$ cat config.mk
export PLATFORM = sky130hd
export DESIGN_NAME = block_buffer_cache_tags_flat
export DESIGN_NICKNAME = d
export VERILOG_FILES = /design/src/rtl/bbc_pkg.sv /design/src/rtl/bbc_req_if.sv /design/src/rtl/bbc_rsp_if.sv /design/src/rtl/block_buffer_cache_tags.sv /design/src/rtl/bbc_ram.sv /design/src/rtl/bbc_mod.sv /design/src/flat_wrapper.sv
export SDC_FILE = /design/constraint.sdc
export NUM_CORES = 2
export LEC_CHECK = 0
export ABC_CLOCK_PERIOD_IN_PS = 6300
export BUFFER_PORTS_ARGS = -buffer_cell sky130_fd_sc_hd__buf_2
export CORE_MARGIN = 5
export CORE_UTILIZATION = 29
export CTS_BUF_LIST = sky130_fd_sc_hd__clkbuf_8
export CTS_CLUSTER_DIAMETER = 40
export DETAILED_ROUTE_END_ITERATION = 12
export SYNTH_ARGS = -nofsm -noshare
export SYNTH_HDL_FRONTEND = slang
export SYNTH_SLANG_ARGS = --single-unit
$ cat constraint.sdc
create_clock -name clk -period 6.3 [get_ports clk]
set_input_delay 0.63 -clock clk [delete_from_list [all_inputs] [get_ports clk]]
set_output_delay 0.63 -clock clk [all_outputs]
set_load 0.01 [all_outputs]
$ cat src/rtl/bbc_pkg.sv
// Package for the block buffer cache tag manager: sizes, codes and record types.
// Used by the RTL files other than bbc_ram, and by the checker; depends on nothing.
`default_nettype none

package bbc_pkg;

	localparam int NUM_ENTRIES = 32;
	localparam int NUM_BUCKETS = 13;

	localparam int OP_W     = 2;
	localparam int DEV_W    = 8;
	localparam int BLK_W    = 32;
	localparam int IDX_W    = 5;
	localparam int TIME_W   = 32;
	localparam int CNT_W    = 8;
	localparam int STATUS_W = 2;

	localparam int ADDR_W = (NUM_ENTRIES > 1) ? $clog2(NUM_ENTRIES) : 1;
	localparam int BKT_W  = (NUM_BUCKETS > 1) ? $clog2(NUM_BUCKETS) : 1;

	localparam logic [CNT_W-1:0] COUNT_MAX = '1;

	localparam int MOD_STEP_BITS = 8;

	typedef enum logic [OP_W-1:0] {
		OP_GET     = 2'd0,
		OP_RELEASE = 2'd1,
		OP_PIN     = 2'd2,
		OP_UNPIN   = 2'd3
	} op_t;

	typedef enum logic [STATUS_W-1:0] {
		STAT_OK        = 2'd0,
		STAT_NO_FREE   = 2'd1,
		STAT_COUNT_ERR = 2'd2
	} status_t;

	typedef enum logic [2:0] {
		S_IDLE,
		S_HASH,
		S_SCAN,
		S_PICK,
		S_FETCH,
		S_UPDATE,
		S_OUT
	} fsm_t;

	typedef struct packed {
		logic [DEV_W-1:0]  dev;
		logic [BLK_W-1:0]  blk;
		logic [BKT_W-1:0]  bkt;
		logic              valid;
		logic [CNT_W-1:0]  cnt;
		logic [TIME_W-1:0] stamp;
	} entry_t;

	typedef struct packed {
		logic             done;
		logic [BKT_W-1:0] bucket;
	} mod_stat_t;

endpackage

`default_nettype wire

$ cat src/rtl/bbc_req_if.sv
// Request channel of the buffer cache tag manager: valid/ready plus request fields.
// Depends on bbc_pkg for field widths.
`default_nettype none

interface bbc_req_if;
	logic                         valid;
	logic                         ready;
	logic [bbc_pkg::OP_W-1:0]     op;
	logic [bbc_pkg::DEV_W-1:0]    device_id;
	logic [bbc_pkg::BLK_W-1:0]    block_number;
	logic [bbc_pkg::IDX_W-1:0]    entry_index;
	logic [bbc_pkg::TIME_W-1:0]   now_ticks;

	modport source (
		output valid, op, device_id, block_number, entry_index, now_ticks,
		input  ready
	);

	modport sink (
		input  valid, op, device_id, block_number, entry_index, now_ticks,
		output ready
	);
endinterface

`default_nettype wire

$ cat src/rtl/bbc_rsp_if.sv
// Response channel of the buffer cache tag manager: valid/ready plus result fields.
// Depends on bbc_pkg for field widths.
`default_nettype none

interface bbc_rsp_if;
	logic                           valid;
	logic                           ready;
	logic [bbc_pkg::IDX_W-1:0]      entry_out;
	logic                           was_hit;
	logic                           needs_read;
	logic [bbc_pkg::STATUS_W-1:0]   status;

	modport source (
		output valid, entry_out, was_hit, needs_read, status,
		input  ready
	);

	modport sink (
		input  valid, entry_out, was_hit, needs_read, status,
		output ready
	);
endinterface

`default_nettype wire

$ cat src/rtl/block_buffer_cache_tags.sv
// Top level of the block buffer cache tag manager: controller, entry RAM, hash unit.
// Depends on bbc_pkg, bbc_req_if, bbc_rsp_if, bbc_ram and bbc_mod.
//
// channel  dir  handshake           carries
// req      in   req.valid/ready     op, device_id, block_number, entry_index, now_ticks
// rsp      out  rsp.valid/ready     entry_out, was_hit, needs_read, status
//
// One item at a time. A get runs the bucket hash (8 bits a cycle), a scan of all
// entries through the RAM read port, then pick, fetch, update and output; without a
// free entry it skips fetch and update. Release, pin and unpin fetch, update, output.
// Reset clears all entries at once through per-entry written flags; no sweep.
// A waiting result sits in the output register; a new item is taken meanwhile
// and stalls only at its own output step.
`default_nettype none

module block_buffer_cache_tags (
	input  logic       clk,
	input  logic       arst_n,
	bbc_req_if.sink    req,
	bbc_rsp_if.source  rsp
);

	localparam int AW = bbc_pkg::ADDR_W;
	localparam int EW = $bits(bbc_pkg::entry_t);
	localparam logic [AW:0]   SCAN_END = (AW + 1)'(bbc_pkg::NUM_ENTRIES);
	localparam logic [AW-1:0] LAST     = AW'(bbc_pkg::NUM_ENTRIES - 1);

	bbc_pkg::fsm_t state_q, state_d;

	bbc_pkg::op_t                  op_q;
	logic [bbc_pkg::DEV_W-1:0]     dev_q;
	logic [bbc_pkg::BLK_W-1:0]     blk_q;
	logic [bbc_pkg::TIME_W-1:0]    now_q;
	logic [bbc_pkg::BKT_W-1:0]     bkt_q;

	logic [AW:0]                   scan_q;
	logic                          rd_vld_s1;
	logic [AW-1:0]                 rd_addr_s1;

	logic                          hit_found_q;
	logic [AW-1:0]                 hit_idx_q;
	logic                          bb_found_q;
	logic [AW-1:0]                 bb_idx_q;
	logic [bbc_pkg::TIME_W-1:0]    bb_time_q;
	logic                          ab_found_q;
	logic [AW-1:0]                 ab_idx_q;
	logic [bbc_pkg::TIME_W-1:0]    ab_time_q;

	logic [AW-1:0]                 sel_q;
	logic                          sel_hit_q;

	logic [bbc_pkg::IDX_W-1:0]     res_entry_q;
	logic                          res_hit_q;
	logic                          res_need_q;
	bbc_pkg::status_t              res_status_q;

	logic                          rsp_valid_q;
	logic [bbc_pkg::IDX_W-1:0]     rsp_entry_q;
	logic                          rsp_hit_q;
	logic                          rsp_need_q;
	bbc_pkg::status_t              rsp_status_q;

	logic [bbc_pkg::NUM_ENTRIES-1:0] written_q;

	logic                          accept;
	logic                          in_range;
	logic                          scan_issue;
	logic                          mod_start;
	logic                          ram_we;
	logic                          out_load;
	logic [AW-1:0]                 ram_raddr;
	logic [EW-1:0]                 ram_rdata;
	bbc_pkg::entry_t               rec;
	bbc_pkg::entry_t               wrec;
	bbc_pkg::status_t              u_status;
	logic                          u_hit;
	logic                          u_need;
	bbc_pkg::mod_stat_t            mod_stat;

	assign req.ready  = (state_q == bbc_pkg::S_IDLE);
	assign accept     = req.valid && (state_q == bbc_pkg::S_IDLE);
	assign in_range   = int'(req.entry_index) < bbc_pkg::NUM_ENTRIES;
	assign scan_issue = (state_q == bbc_pkg::S_SCAN) && (scan_q < SCAN_END);
	assign ram_raddr  = (state_q == bbc_pkg::S_SCAN) ? scan_q[AW-1:0] : sel_q;
	assign rec        = written_q[rd_addr_s1] ? bbc_pkg::entry_t'(ram_rdata) : '0;

	bbc_ram #(
		.WIDTH (EW),
		.DEPTH (bbc_pkg::NUM_ENTRIES)
	) u_ram (
		.clk   (clk),
		.we    (ram_we),
		.waddr (sel_q),
		.wdata (wrec),
		.raddr (ram_raddr),
		.rdata (ram_rdata)
	);

	bbc_mod u_mod (
		.clk    (clk),
		.arst_n (arst_n),
		.start  (mod_start),
		.value  (req.block_number),
		.stat   (mod_stat)
	);

	always_ff @(posedge clk or negedge arst_n) begin
		if (!arst_n) begin
			state_q <= bbc_pkg::S_IDLE;
		end else begin
			state_q <= state_d;
		end
	end

	always_comb begin
		state_d   = state_q;
		mod_start = 1'b0;
		ram_we    = 1'b0;
		out_load  = 1'b0;
		case (state_q)
			bbc_pkg::S_IDLE: begin
				if (req.valid) begin
					if (bbc_pkg::op_t'(req.op) == bbc_pkg::OP_GET) begin
						mod_start = 1'b1;
						state_d   = bbc_pkg::S_HASH;
					end else if (in_range) begin
						state_d = bbc_pkg::S_FETCH;
					end else begin
						state_d = bbc_pkg::S_OUT;
					end
				end
			end
			bbc_pkg::S_HASH: begin
				if (mod_stat.done) begin
					state_d = bbc_pkg::S_SCAN;
				end
			end
			bbc_pkg::S_SCAN: begin
				if (rd_vld_s1 && rd_addr_s1 == LAST) begin
					state_d = bbc_pkg::S_PICK;
				end
			end
			bbc_pkg::S_PICK: begin
				if (hit_found_q || bb_found_q || ab_found_q) begin
					state_d = bbc_pkg::S_FETCH;
				end else begin
					state_d = bbc_pkg::S_OUT;
				end
			end
			bbc_pkg::S_FETCH: begin
				state_d = bbc_pkg::S_UPDATE;
			end
			bbc_pkg::S_UPDATE: begin
				ram_we  = 1'b1;
				state_d = bbc_pkg::S_OUT;
			end
			bbc_pkg::S_OUT: begin
				if (!rsp_valid_q || rsp.ready) begin
					out_load = 1'b1;
					state_d  = bbc_pkg::S_IDLE;
				end
			end
			default: begin
				state_d = bbc_pkg::S_IDLE;
			end
		endcase
	end

	always_comb begin
		wrec     = rec;
		u_status = bbc_pkg::STAT_OK;
		u_hit    = 1'b0;
		u_need   = 1'b0;
		case (op_q)
			bbc_pkg::OP_GET: begin
				if (sel_hit_q) begin
					u_hit  = 1'b1;
					u_need = !rec.valid;
					if (rec.cnt == bbc_pkg::COUNT_MAX) begin
						u_status = bbc_pkg::STAT_COUNT_ERR;
					end else begin
						wrec.cnt = rec.cnt + 1'b1;
					end
				end else begin
					u_need   = 1'b1;
					wrec.dev = dev_q;
					wrec.blk = blk_q;
					wrec.bkt = bkt_q;
					wrec.cnt = bbc_pkg::CNT_W'(1);
				end
				wrec.valid = 1'b1;
			end
			bbc_pkg::OP_PIN: begin
				if (rec.cnt == bbc_pkg::COUNT_MAX) begin
					u_status = bbc_pkg::STAT_COUNT_ERR;
				end else begin
					wrec.cnt = rec.cnt + 1'b1;
				end
			end
			bbc_pkg::OP_RELEASE, bbc_pkg::OP_UNPIN: begin
				if (rec.cnt == '0) begin
					u_status = bbc_pkg::STAT_COUNT_ERR;
				end else begin
					wrec.cnt = rec.cnt - 1'b1;
					if (op_q == bbc_pkg::OP_RELEASE && rec.cnt == bbc_pkg::CNT_W'(1)) begin
						wrec.stamp = now_q;
					end
				end
			end
			default: begin
				wrec = rec;
			end
		endcase
	end

	always_ff @(posedge clk or negedge arst_n) begin
		if (!arst_n) begin
			op_q       <= bbc_pkg::OP_GET;
			dev_q      <= '0;
			blk_q      <= '0;
			now_q      <= '0;
			bkt_q      <= '0;
			scan_q     <= '0;
			rd_vld_s1  <= 1'b0;
			rd_addr_s1 <= '0;
			written_q  <= '0;
		end else begin
			rd_vld_s1  <= scan_issue;
			rd_addr_s1 <= ram_raddr;
			if (accept) begin
				op_q   <= bbc_pkg::op_t'(req.op);
				dev_q  <= req.device_id;
				blk_q  <= req.block_number;
				now_q  <= req.now_ticks;
				scan_q <= '0;
			end
			if (state_q == bbc_pkg::S_HASH && mod_stat.done) begin
				bkt_q <= mod_stat.bucket;
			end
			if (scan_issue) begin
				scan_q <= scan_q + 1'b1;
			end
			if (ram_we) begin
				written_q[sel_q] <= 1'b1;
			end
		end
	end

	always_ff @(posedge clk or negedge arst_n) begin
		if (!arst_n) begin
			hit_found_q <= 1'b0;
			hit_idx_q   <= '0;
			bb_found_q  <= 1'b0;
			bb_idx_q    <= '0;
			bb_time_q   <= '0;
			ab_found_q  <= 1'b0;
			ab_idx_q    <= '0;
			ab_time_q   <= '0;
		end else if (accept) begin
			hit_found_q <= 1'b0;
			bb_found_q  <= 1'b0;
			ab_found_q  <= 1'b0;
		end else if (state_q == bbc_pkg::S_SCAN && rd_vld_s1) begin
			if (!hit_found_q && rec.dev == dev_q && rec.blk == blk_q) begin
				hit_found_q <= 1'b1;
				hit_idx_q   <= rd_addr_s1;
			end
			if (rec.cnt == '0) begin
				if (rec.bkt == bkt_q && (!bb_found_q || rec.stamp < bb_time_q)) begin
					bb_found_q <= 1'b1;
					bb_idx_q   <= rd_addr_s1;
					bb_time_q  <= rec.stamp;
				end
				if (!ab_found_q || rec.stamp < ab_time_q) begin
					ab_found_q <= 1'b1;
					ab_idx_q   <= rd_addr_s1;
					ab_time_q  <= rec.stamp;
				end
			end
		end
	end

	always_ff @(posedge clk or negedge arst_n) begin
		if (!arst_n) begin
			sel_q        <= '0;
			sel_hit_q    <= 1'b0;
			res_entry_q  <= '0;
			res_hit_q    <= 1'b0;
			res_need_q   <= 1'b0;
			res_status_q <= bbc_pkg::STAT_OK;
		end else begin
			if (accept) begin
				sel_q        <= AW'(req.entry_index);
				sel_hit_q    <= 1'b0;
				res_entry_q  <= req.entry_index;
				res_hit_q    <= 1'b0;
				res_need_q   <= 1'b0;
				res_status_q <= bbc_pkg::STAT_OK;
			end
			if (state_q == bbc_pkg::S_PICK) begin
				sel_hit_q <= hit_found_q;
				if (hit_found_q) begin
					sel_q <= hit_idx_q;
				end else if (bb_found_q) begin
					sel_q <= bb_idx_q;
				end else begin
					sel_q <= ab_idx_q;
				end
				res_entry_q  <= '0;
				res_hit_q    <= 1'b0;
				res_need_q   <= 1'b0;
				res_status_q <= bbc_pkg::STAT_NO_FREE;
			end
			if (state_q == bbc_pkg::S_UPDATE) begin
				res_entry_q  <= bbc_pkg::IDX_W'(sel_q);
				res_hit_q    <= u_hit;
				res_need_q   <= u_need;
				res_status_q <= u_status;
			end
		end
	end

	always_ff @(posedge clk or negedge arst_n) begin
		if (!arst_n) begin
			rsp_valid_q  <= 1'b0;
			rsp_entry_q  <= '0;
			rsp_hit_q    <= 1'b0;
			rsp_need_q   <= 1'b0;
			rsp_status_q <= bbc_pkg::STAT_OK;
		end else if (out_load) begin
			rsp_valid_q  <= 1'b1;
			rsp_entry_q  <= res_entry_q;
			rsp_hit_q    <= res_hit_q;
			rsp_need_q   <= res_need_q;
			rsp_status_q <= res_status_q;
		end else if (rsp.ready) begin
			rsp_valid_q <= 1'b0;
		end
	end

	assign rsp.valid      = rsp_valid_q;
	assign rsp.entry_out  = rsp_entry_q;
	assign rsp.was_hit    = rsp_hit_q;
	assign rsp.needs_read = rsp_need_q;
	assign rsp.status     = rsp_status_q;

endmodule

`default_nettype wire

$ cat src/rtl/bbc_ram.sv
// Generic single-write, single-read synchronous RAM with registered read data.
// No dependencies.
`default_nettype none

module bbc_ram #(
	parameter int WIDTH = 8,
	parameter int DEPTH = 32,
	localparam int AW = (DEPTH > 1) ? $clog2(DEPTH) : 1
) (
	input  logic             clk,
	input  logic             we,
	input  logic [AW-1:0]    waddr,
	input  logic [WIDTH-1:0] wdata,
	input  logic [AW-1:0]    raddr,
	output logic [WIDTH-1:0] rdata
);

	logic [WIDTH-1:0] mem [DEPTH];

	always_ff @(posedge clk) begin
		if (we) begin
			mem[waddr] <= wdata;
		end
	end

	always_ff @(posedge clk) begin
		rdata <= mem[raddr];
	end

endmodule

`default_nettype wire

$ cat src/rtl/bbc_mod.sv
// Bucket hash unit: block number modulo the bucket count, several bits per cycle.
// Depends on bbc_pkg.
`default_nettype none

module bbc_mod (
	input  logic                       clk,
	input  logic                       arst_n,
	input  logic                       start,
	input  logic [bbc_pkg::BLK_W-1:0]  value,
	output bbc_pkg::mod_stat_t         stat
);

	localparam int STEPS = bbc_pkg::BLK_W / bbc_pkg::MOD_STEP_BITS;
	localparam int CW    = $clog2(STEPS + 1);
	localparam logic [bbc_pkg::BKT_W:0] NB_V = (bbc_pkg::BKT_W + 1)'(bbc_pkg::NUM_BUCKETS);

	logic [bbc_pkg::BLK_W-1:0] word_q;
	logic [bbc_pkg::BKT_W-1:0] rem_q;
	logic [bbc_pkg::BKT_W-1:0] rem_n;
	logic [bbc_pkg::BKT_W:0]   trial;
	logic [CW-1:0]             left_q;
	logic                      done_q;

	always_comb begin
		rem_n = rem_q;
		trial = '0;
		for (int j = 0; j < bbc_pkg::MOD_STEP_BITS; j++) begin
			trial = {rem_n, word_q[bbc_pkg::BLK_W-1-j]};
			if (trial >= NB_V) begin
				trial = trial - NB_V;
			end
			rem_n = trial[bbc_pkg::BKT_W-1:0];
		end
	end

	always_ff @(posedge clk or negedge arst_n) begin
		if (!arst_n) begin
			word_q <= '0;
			rem_q  <= '0;
			left_q <= '0;
			done_q <= 1'b0;
		end else if (start) begin
			word_q <= value;
			rem_q  <= '0;
			left_q <= CW'(STEPS);
			done_q <= 1'b0;
		end else if (left_q != '0) begin
			word_q <= word_q << bbc_pkg::MOD_STEP_BITS;
			rem_q  <= rem_n;
			left_q <= left_q - 1'b1;
			done_q <= (left_q == CW'(1));
		end else begin
			done_q <= 1'b0;
		end
	end

	assign stat.done   = done_q;
	assign stat.bucket = rem_q;

endmodule

`default_nettype wire

$ cat src/flat_wrapper.sv
// flat-port wrapper written by rule: the top's interface ports become plain ports
module block_buffer_cache_tags_flat 
  (clk, arst_n, req_valid, req_op, req_device_id, req_block_number, req_entry_index, req_now_ticks, req_ready, rsp_valid, rsp_entry_out, rsp_was_hit, rsp_needs_read, rsp_status, rsp_ready);
  bbc_req_if req_i ();
  bbc_rsp_if rsp_i ();
  input  logic clk;
  input  logic arst_n;
  input wire logic [$bits(req_i.valid)-1:0] req_valid;
  input wire logic [$bits(req_i.op)-1:0] req_op;
  input wire logic [$bits(req_i.device_id)-1:0] req_device_id;
  input wire logic [$bits(req_i.block_number)-1:0] req_block_number;
  input wire logic [$bits(req_i.entry_index)-1:0] req_entry_index;
  input wire logic [$bits(req_i.now_ticks)-1:0] req_now_ticks;
  output wire logic [$bits(req_i.ready)-1:0] req_ready;
  output wire logic [$bits(rsp_i.valid)-1:0] rsp_valid;
  output wire logic [$bits(rsp_i.entry_out)-1:0] rsp_entry_out;
  output wire logic [$bits(rsp_i.was_hit)-1:0] rsp_was_hit;
  output wire logic [$bits(rsp_i.needs_read)-1:0] rsp_needs_read;
  output wire logic [$bits(rsp_i.status)-1:0] rsp_status;
  input wire logic [$bits(rsp_i.ready)-1:0] rsp_ready;
  assign req_i.valid = req_valid;
  assign req_i.op = req_op;
  assign req_i.device_id = req_device_id;
  assign req_i.block_number = req_block_number;
  assign req_i.entry_index = req_entry_index;
  assign req_i.now_ticks = req_now_ticks;
  assign req_ready = req_i.ready;
  assign rsp_valid = rsp_i.valid;
  assign rsp_entry_out = rsp_i.entry_out;
  assign rsp_was_hit = rsp_i.was_hit;
  assign rsp_needs_read = rsp_i.needs_read;
  assign rsp_status = rsp_i.status;
  assign rsp_i.ready = rsp_ready;
  block_buffer_cache_tags u_core (.clk(clk), .arst_n(arst_n), .req(req_i), .rsp(rsp_i));
endmodule
* Word-level counts from Yosys, hierarchy flattened
Memories as Yosys holds them, arrays and structs flattened. A register that Yosys moved wholly into a read port is not among the register bits. Cells that the tools add are included. Widths: inputs -> output; s select.
Cells by class: $add $sub $neg 12, magnitude comparators 14, eq/ne operators 20, multiplexer cells 82, bitwise gates (word level) 2, reductions and logical operators 43
Operator list (count):
- $mux 32 | 4
- $mux 85 | 1
- $lt 32x32->1 | 2
- $mux 45 | 1
- $mux 44 | 1
- $ge 5x4->1 const B | 8
- $mux 4 | 10
- $mux 40 | 1
- $mux 5 | 7
- $mux 1 | 34
- $eq 32x32->1 | 1
- $or 32x32->32 | 1
- $sub 4x4->4 const B | 8
- $pmux 8 s3 | 1
- $mux 3 | 7
- $pmux 3 s7 | 1
- $reduce_bool 2->1 | 9
- $mux 8 | 2
- $mux 2 | 7
- $lt 5x6->1 const B | 2
- $mux 6 | 2
- $reduce_and 4->1 | 3
- $logic_and 1x1->1 | 10
- $eq 3x3->1 const B | 3
- other kinds (30) | 47
Storage, ports and cells: register bits 272, RAM bits 2720, input port bits 83, output and inout port bits 11, logic and storage cells 207, memories kept 1
Memory list:
- u_core.u_ram.mem | depth 32, width 85, rd ports 1, clocked after memory_dff 1, write ports 1, RTL line bbc_ram.sv:18 | logic [WIDTH-1:0] mem [DEPTH];

* Logic depth before layout (Yosys ltp)
word-level depth 18, mapped depth 27, mapped depth without buffers 21

* Cells and area by module
Synthesis repeated with hierarchy kept, for this count alone.
Second synthesis, totals: cells, all modules 6896, area total of the unflattened synthesis 121790.6 µm²
Modules (own cells, without submodules):
- bbc_ram | times used 1, cells each 4969, area each 105090.8 µm², seq. area each 83380.0 µm²
- block_buffer_cache_tags | times used 1, cells each 1504, area each 13265.2 µm², seq. area each 5805.6 µm²
- bbc_mod | times used 1, cells each 423, area each 3434.5 µm², seq. area each 1001.0 µm²

* Least setup slack after synthesis
OpenSTA, ideal clock, no wires.
path type reg2reg, start point reg u_core.state_q[2], end point reg u_core.written_q[28] (netlist bit), setup time 0.087 ns, data arrival time 5.652 ns, required time 6.213 ns, slack 0.561 ns, cell stages (with the launch flop) 9, buffers on the path 3, period minus slack after synthesis 5.739 ns, path through dfrtp_1 -> clkbuf_1 -> inv_1 -> or2_2 -> clkbuf_1 -> or3_1 -> clkbuf_1 -> nor2_1 -> or2_2
On the way: word-level cells in the longest chain between the ends 2
RTL lines:
- start: declaration | RTL line block_buffer_cache_tags.sv:28 | bbc_pkg::fsm_t state_q, state_d;
- start signal: assignment | RTL line block_buffer_cache_tags.sv:109 | state_q <= bbc_pkg::S_IDLE;
- start signal: assignment | RTL line block_buffer_cache_tags.sv:111 | state_q <= state_d;
- $eq 3x3->1 | RTL line block_buffer_cache_tags.sv:120 | case (state_q)
- $mux 1 | RTL line block_buffer_cache_tags.sv:120
- end signal: assignment | RTL line block_buffer_cache_tags.sv:226 | written_q <= '0;
- end signal: indexed assignment | RTL line block_buffer_cache_tags.sv:244 | written_q[sel_q] <= 1'b1;
- end: declaration | RTL line block_buffer_cache_tags.sv:63 | logic [bbc_pkg::NUM_ENTRIES-1:0] written_q;
No other way between the ends. A chain may end at the register's enable or synchronous reset.

* Worst setup path after layout
start point reg u_core.u_mod.word_q[31] (netlist bit), end point reg u_core.u_mod.rem_q[0] (netlist bit)
On the way: word-level cells in the longest chain between the ends 18, elaborated cells between the ends (all ways) 25, classes of those cells add/sub: 7; order compare: 8; mux: 10
RTL lines:
- start: declaration | RTL line bbc_mod.sv:17 | logic [bbc_pkg::BLK_W-1:0] word_q;
- start signal: assignment | RTL line bbc_mod.sv:43 | word_q <= value;
- start signal: assignment | RTL line bbc_mod.sv:48 | word_q <= word_q << bbc_pkg::MOD_STEP_BITS;
- $sub 4x4->4 or $ge 5x4->1 (tied branches) | RTL line bbc_mod.sv:30, bbc_mod.sv:29
- $mux 4 (*) | RTL line bbc_mod.sv:29 | if (trial >= NB_V) begin
- $sub 4x4->4 or $ge 5x4->1 (tied branches) | RTL line bbc_mod.sv:30, bbc_mod.sv:29
- $mux 4 (*) | RTL line bbc_mod.sv:29
- $sub 4x4->4 or $ge 5x4->1 (tied branches) | RTL line bbc_mod.sv:30, bbc_mod.sv:29
- $mux 4 (*) | RTL line bbc_mod.sv:29
- $sub 4x4->4 or $ge 5x4->1 (tied branches) | RTL line bbc_mod.sv:30, bbc_mod.sv:29
- $mux 4 (*) | RTL line bbc_mod.sv:29
- (+2 left out)
- $sub 4x4->4 or $ge 5x4->1 (tied branches) | RTL line bbc_mod.sv:30, bbc_mod.sv:29
- $mux 4 (*) | RTL line bbc_mod.sv:29
- $sub 4x4->4 or $ge 5x4->1 (tied branches) | RTL line bbc_mod.sv:30, bbc_mod.sv:29
- $mux 4 (*) | RTL line bbc_mod.sv:29
- $ge 5x4->1 (*) | RTL line bbc_mod.sv:29
- $mux 4 (*) | RTL line bbc_mod.sv:29
- $mux 4 (*) | RTL line bbc_mod.sv:47 | end else if (left_q != '0) begin
- $mux 4 (*) | RTL line bbc_mod.sv:42 | end else if (start) begin
- end signal: assignment | RTL line bbc_mod.sv:49 | rem_q <= rem_n;
- end: declaration | RTL line bbc_mod.sv:18 | logic [bbc_pkg::BKT_W-1:0] rem_q;
Every way passes the cells marked *; elsewhere a longest branch is shown, timed or not. The select of a mux whose other input is x is not followed.

==> results.toml <==
[drt]
wl_per_cell_um = 22.69
vias_per_cell = 5.124
wl_um = 376700
via_count = 85050
postRouteAntennaNets = 0
first_iter_violations = 10270
drt_pass1_iterations = 8
route.detailed.drc = 0

[worst_setup_path]
reg2reg_depth = 19
crit_path_end_kind = "flip-flop"
critPathMaxFanout = 13
arrival_ns = 6.76
path_class = "reg -> reg"
critPathLaunchType = "flip-flop"
timing.rr.start = "u_core.u_mod.word_q[31]"
crit_required_ns = 7.26
reg2reg_slack_ns = 0.51
r2r-end = "u_core.u_mod.rem_q[0]"

[logic_synthesis]
ys_seq_elements = 3077
avgSynthCellArea_um2 = 12.20
synth_common_cells = "nand2_1, edfxtp_1, nand3_1"
synth_nets = 10430
synth.cell_area_um2 = 125300
ys_warn_count = 0
synth.distinct_cells = 101
netlist_top_cells_area = "edfxtp_1, nand2_1, nand3_1, dfrtp_1, a311oi_1"
synth_flop_cell = "edfxtp_1"
yosysSeqAreaShare_pct = 71.97
synthCells = 10270
async_reset_ff_share_pct = 8.840
synth-edff-count = 2720
synth_top_area_share_pct = 65.18
synth_most_common_cell = "nand2_1"
synth_top_cell_by_area = "edfxtp_1"

[clock_network]
clockBufferDepth = 4
cts_buffers = 478
cts_tree = "built"
h-tree-depth = 5
clock-sinks = 3077
root_buffer = "clkbuf_8"
insertion_delay_ns = 1.04
clk_pin_slew_worst_paths_ns = 0.06

[timing]
period_minus_slack_ns = 5.795
fin_setup_tns_ns = 0
finalHoldViolCount = 0
relSlewSlack_pct = 8.112
slew_viol_final = 0
tightestPinTransition_ns = 1.378
setup_violations = 0
timing.final.crit_share_pct = 91.98
fmax_mhz = 172.6
rsz0062_at_grt = "no"
clock-skew-final_ns = 0.06806

[cells_and_area]
area_growth_pct = 14.57
fillers = 42340
seq_area_um2 = 90190
multiInputGateArea_um2 = 32540
nets = 10630
final_layout_size_suffix_gt1_share_pct = 10.63
finalInstanceArea_um2 = 143600

[hold_path]
min_to = "u_core.res_entry_q[4]"
hold_depth = 4
hold_class = "in -> reg"
min-delay-start = "req_entry_index[4]"

[pwr]
p_per_area_nw_per_um2 = 554.8
p_leak_nw = 52.15
peakVddDrop_mv = 0.5647

[grt]
grt_max_degree = 170
grt_pass1_wl_um = 546900
grt_overflow = 0
grt_usage_pct = 16.15
grt_pass1_vias = 80800
antenna_found_initial = 8

[outcome]
status = "complete, no violations"

[die]
rows = 241
core_um2 = 430600
fp.dieH_um = 667.3
die_area_um2 = 445300
die_w_um = 667.3
io_pins = 94
start_util_pct = 29.10

[placement]
gp_congestion = 0.7925
numPortBuffers = 93
hpwlAfterDp_um = 181900
place_area_um2 = 133700

[job]
max_cap_viol_count = 0
[layer usage]
layer	vias up	GRT usage [%]	routed length [um]
met3	698	2.396	29980
met4	2	4.976	11380
met1	42780	21.93	156500
met5	-	0	8
met2	3781	26.67	178800
li1	37790	-	-
[critical path: stages (launching register included)]
cell and delay [ns]:
dfrtp_1 0.56, inv_1 0.09, ha_1 0.39, nor2b_1 0.27, o21a_1 0.24, nor2_4 0.08
a2111oi_4 0.55, nor2_1 0.15, a21oi_2 0.31, mux2i_1 0.28, nand3_1 0.21, nor2_1 0.72
o41a_1 0.30, and4_1 0.40, nor4_1 0.08, mux2_4 0.31, a211oi_4 0.29, a21boi_2 0.23
nand4_1 0.10, nand3_1 0.13
[what timing repair did]
| item | 4_1_cts | 5_1_grt |
|---|---|---|
| buffers inserted | 0 | 0 |
| resized for setup | 0 | 2 |
| endpoints found under the setup margin | 0 | 14 |
| hold buffers | 79 | 0 |
| hold endpoints to repair | 166 | 0 |
[layout by cell type (no fill, tap or decap), types with 17 or more instances in the layout]
cell type      netlist  layout
a21o_1              98      98
a21oi_1             55      55
a311oi_1           426     426
a31oi_1            127     125
and3_1             182     182
buf_12               0      75
buf_2               11      92
buf_4                3     174
clkbuf_8             0     528
clkinv_1             1      88
clkinv_2             0      36
dfrtp_1            272     271
dfxtp_1             85      85
dlygate4sd3_1        0      79
edfxtp_1          2720    2720
ha_1                72      72
inv_1              128     324
mux2_2              29      28
mux2i_1             49      43
nand2_1           3269    3267
nand2b_1            19      19
nand3_1           1398    1398
nand4_1             22      22
nor2_1             134     102
nor2_4               2      34
nor2b_1             18      17
nor3_1              30      27
o21ai_0            178     101
o21ai_1              7      39
o21ai_2              2      47
or2_2               33      33
xnor2_1             17      17
[cell type report]
class                           count  share of cell area [%]
Timing Repair Buffer              421                   2.838
Clock buffer                      528                   5.062
Multi-Input combinational cell   6368                   22.67
Sequential cell                  3077                   62.82
Inverter                          131                  0.3582
Tap cell                         5710                   4.977
Antenna cell                        6                 0.01046
Clock inverter                    359                   1.265
[logic make-up after synthesis]
family	synth area share [%]
AND/OR/NAND/NOR	17.61
flip-flops	71.97
AO/OA/AOI/OAI	6.154
buffers and inverters	2.521
multiplexers	0.8647
adder cells (fa/ha/maj)	0.7189
XOR/XNOR	0.1598
[where the power goes]
| group | switching (mW) | internal, mW |
|---|---|---|
| logic | 24.2 | 10.3 |
| clock network | 7.83 | 8.13 |
| registers | 1.34 | 27.8 |
[worst max-delay path by stage]
stage                       startpoint               endpoint  cells after the start
3_5_place_dp      u_core.rd_addr_s1[0]   u_core.bb_time_q[11]                     19
3_3_place_gp      u_core.rd_addr_s1[0]   u_core.bb_time_q[13]                     19
2_1_floorplan        u_core.state_q[2]   u_core.written_q[28]                      8
4_1_cts           u_core.rd_addr_s1[0]   u_core.bb_time_q[25]                     19
5_1_grt        u_core.u_mod.word_q[31]  u_core.u_mod.rem_q[0]                     19
6_report       u_core.u_mod.word_q[31]  u_core.u_mod.rem_q[0]                     19
[through the flow]
stage | util [%] | power [mW] | cells | hold WS (ns) | setup slack (ns)
global placement | 31.04 | 63.22 | 15630 | 0.4425 | 0.3804
CTS | 33.33 | 79.56 | 16590 | 0.02054 | 0.3117
floorplan | - | 52.51 | 10270 | 0.3344 | 0.5608
global route | 33.34 | 84.22 | 16600 | 0.07605 | 0.04275
finish | 33.34 | 79.65 | 16600 | 0.1094 | 0.5050
detailed placement | 31.04 | 63.52 | 15630 | 0.4478 | 0.4059
[flip-flops by register name, indices dropped and copies added, names as in the netlist, 3 cells and up]
name / count
u_core.bb_time_q: 32
u_core.ab_idx_q: 5
u_core.hit_idx_q: 5
u_core.u_ram.mem: 2720
u_core.dev_q: 8
u_core.ab_time_q: 32
u_core.now_q: 32
u_core.u_mod.word_q: 32
u_core.u_mod.left_q: 3
u_core.rsp.entry_out: 5
u_core.rd_addr_s1: 5
u_core.u_ram.rdata: 85
u_core.bb_idx_q: 5
u_core.u_mod.rem_q: 4
u_core.scan_q: 6
u_core.state_q: 3
u_core.written_q: 32
u_core.bkt_q: 4
u_core.sel_q: 5
u_core.blk_q: 32
u_core.res_entry_q: 5
Note: power is estimated with default switching activity, not from simulation.
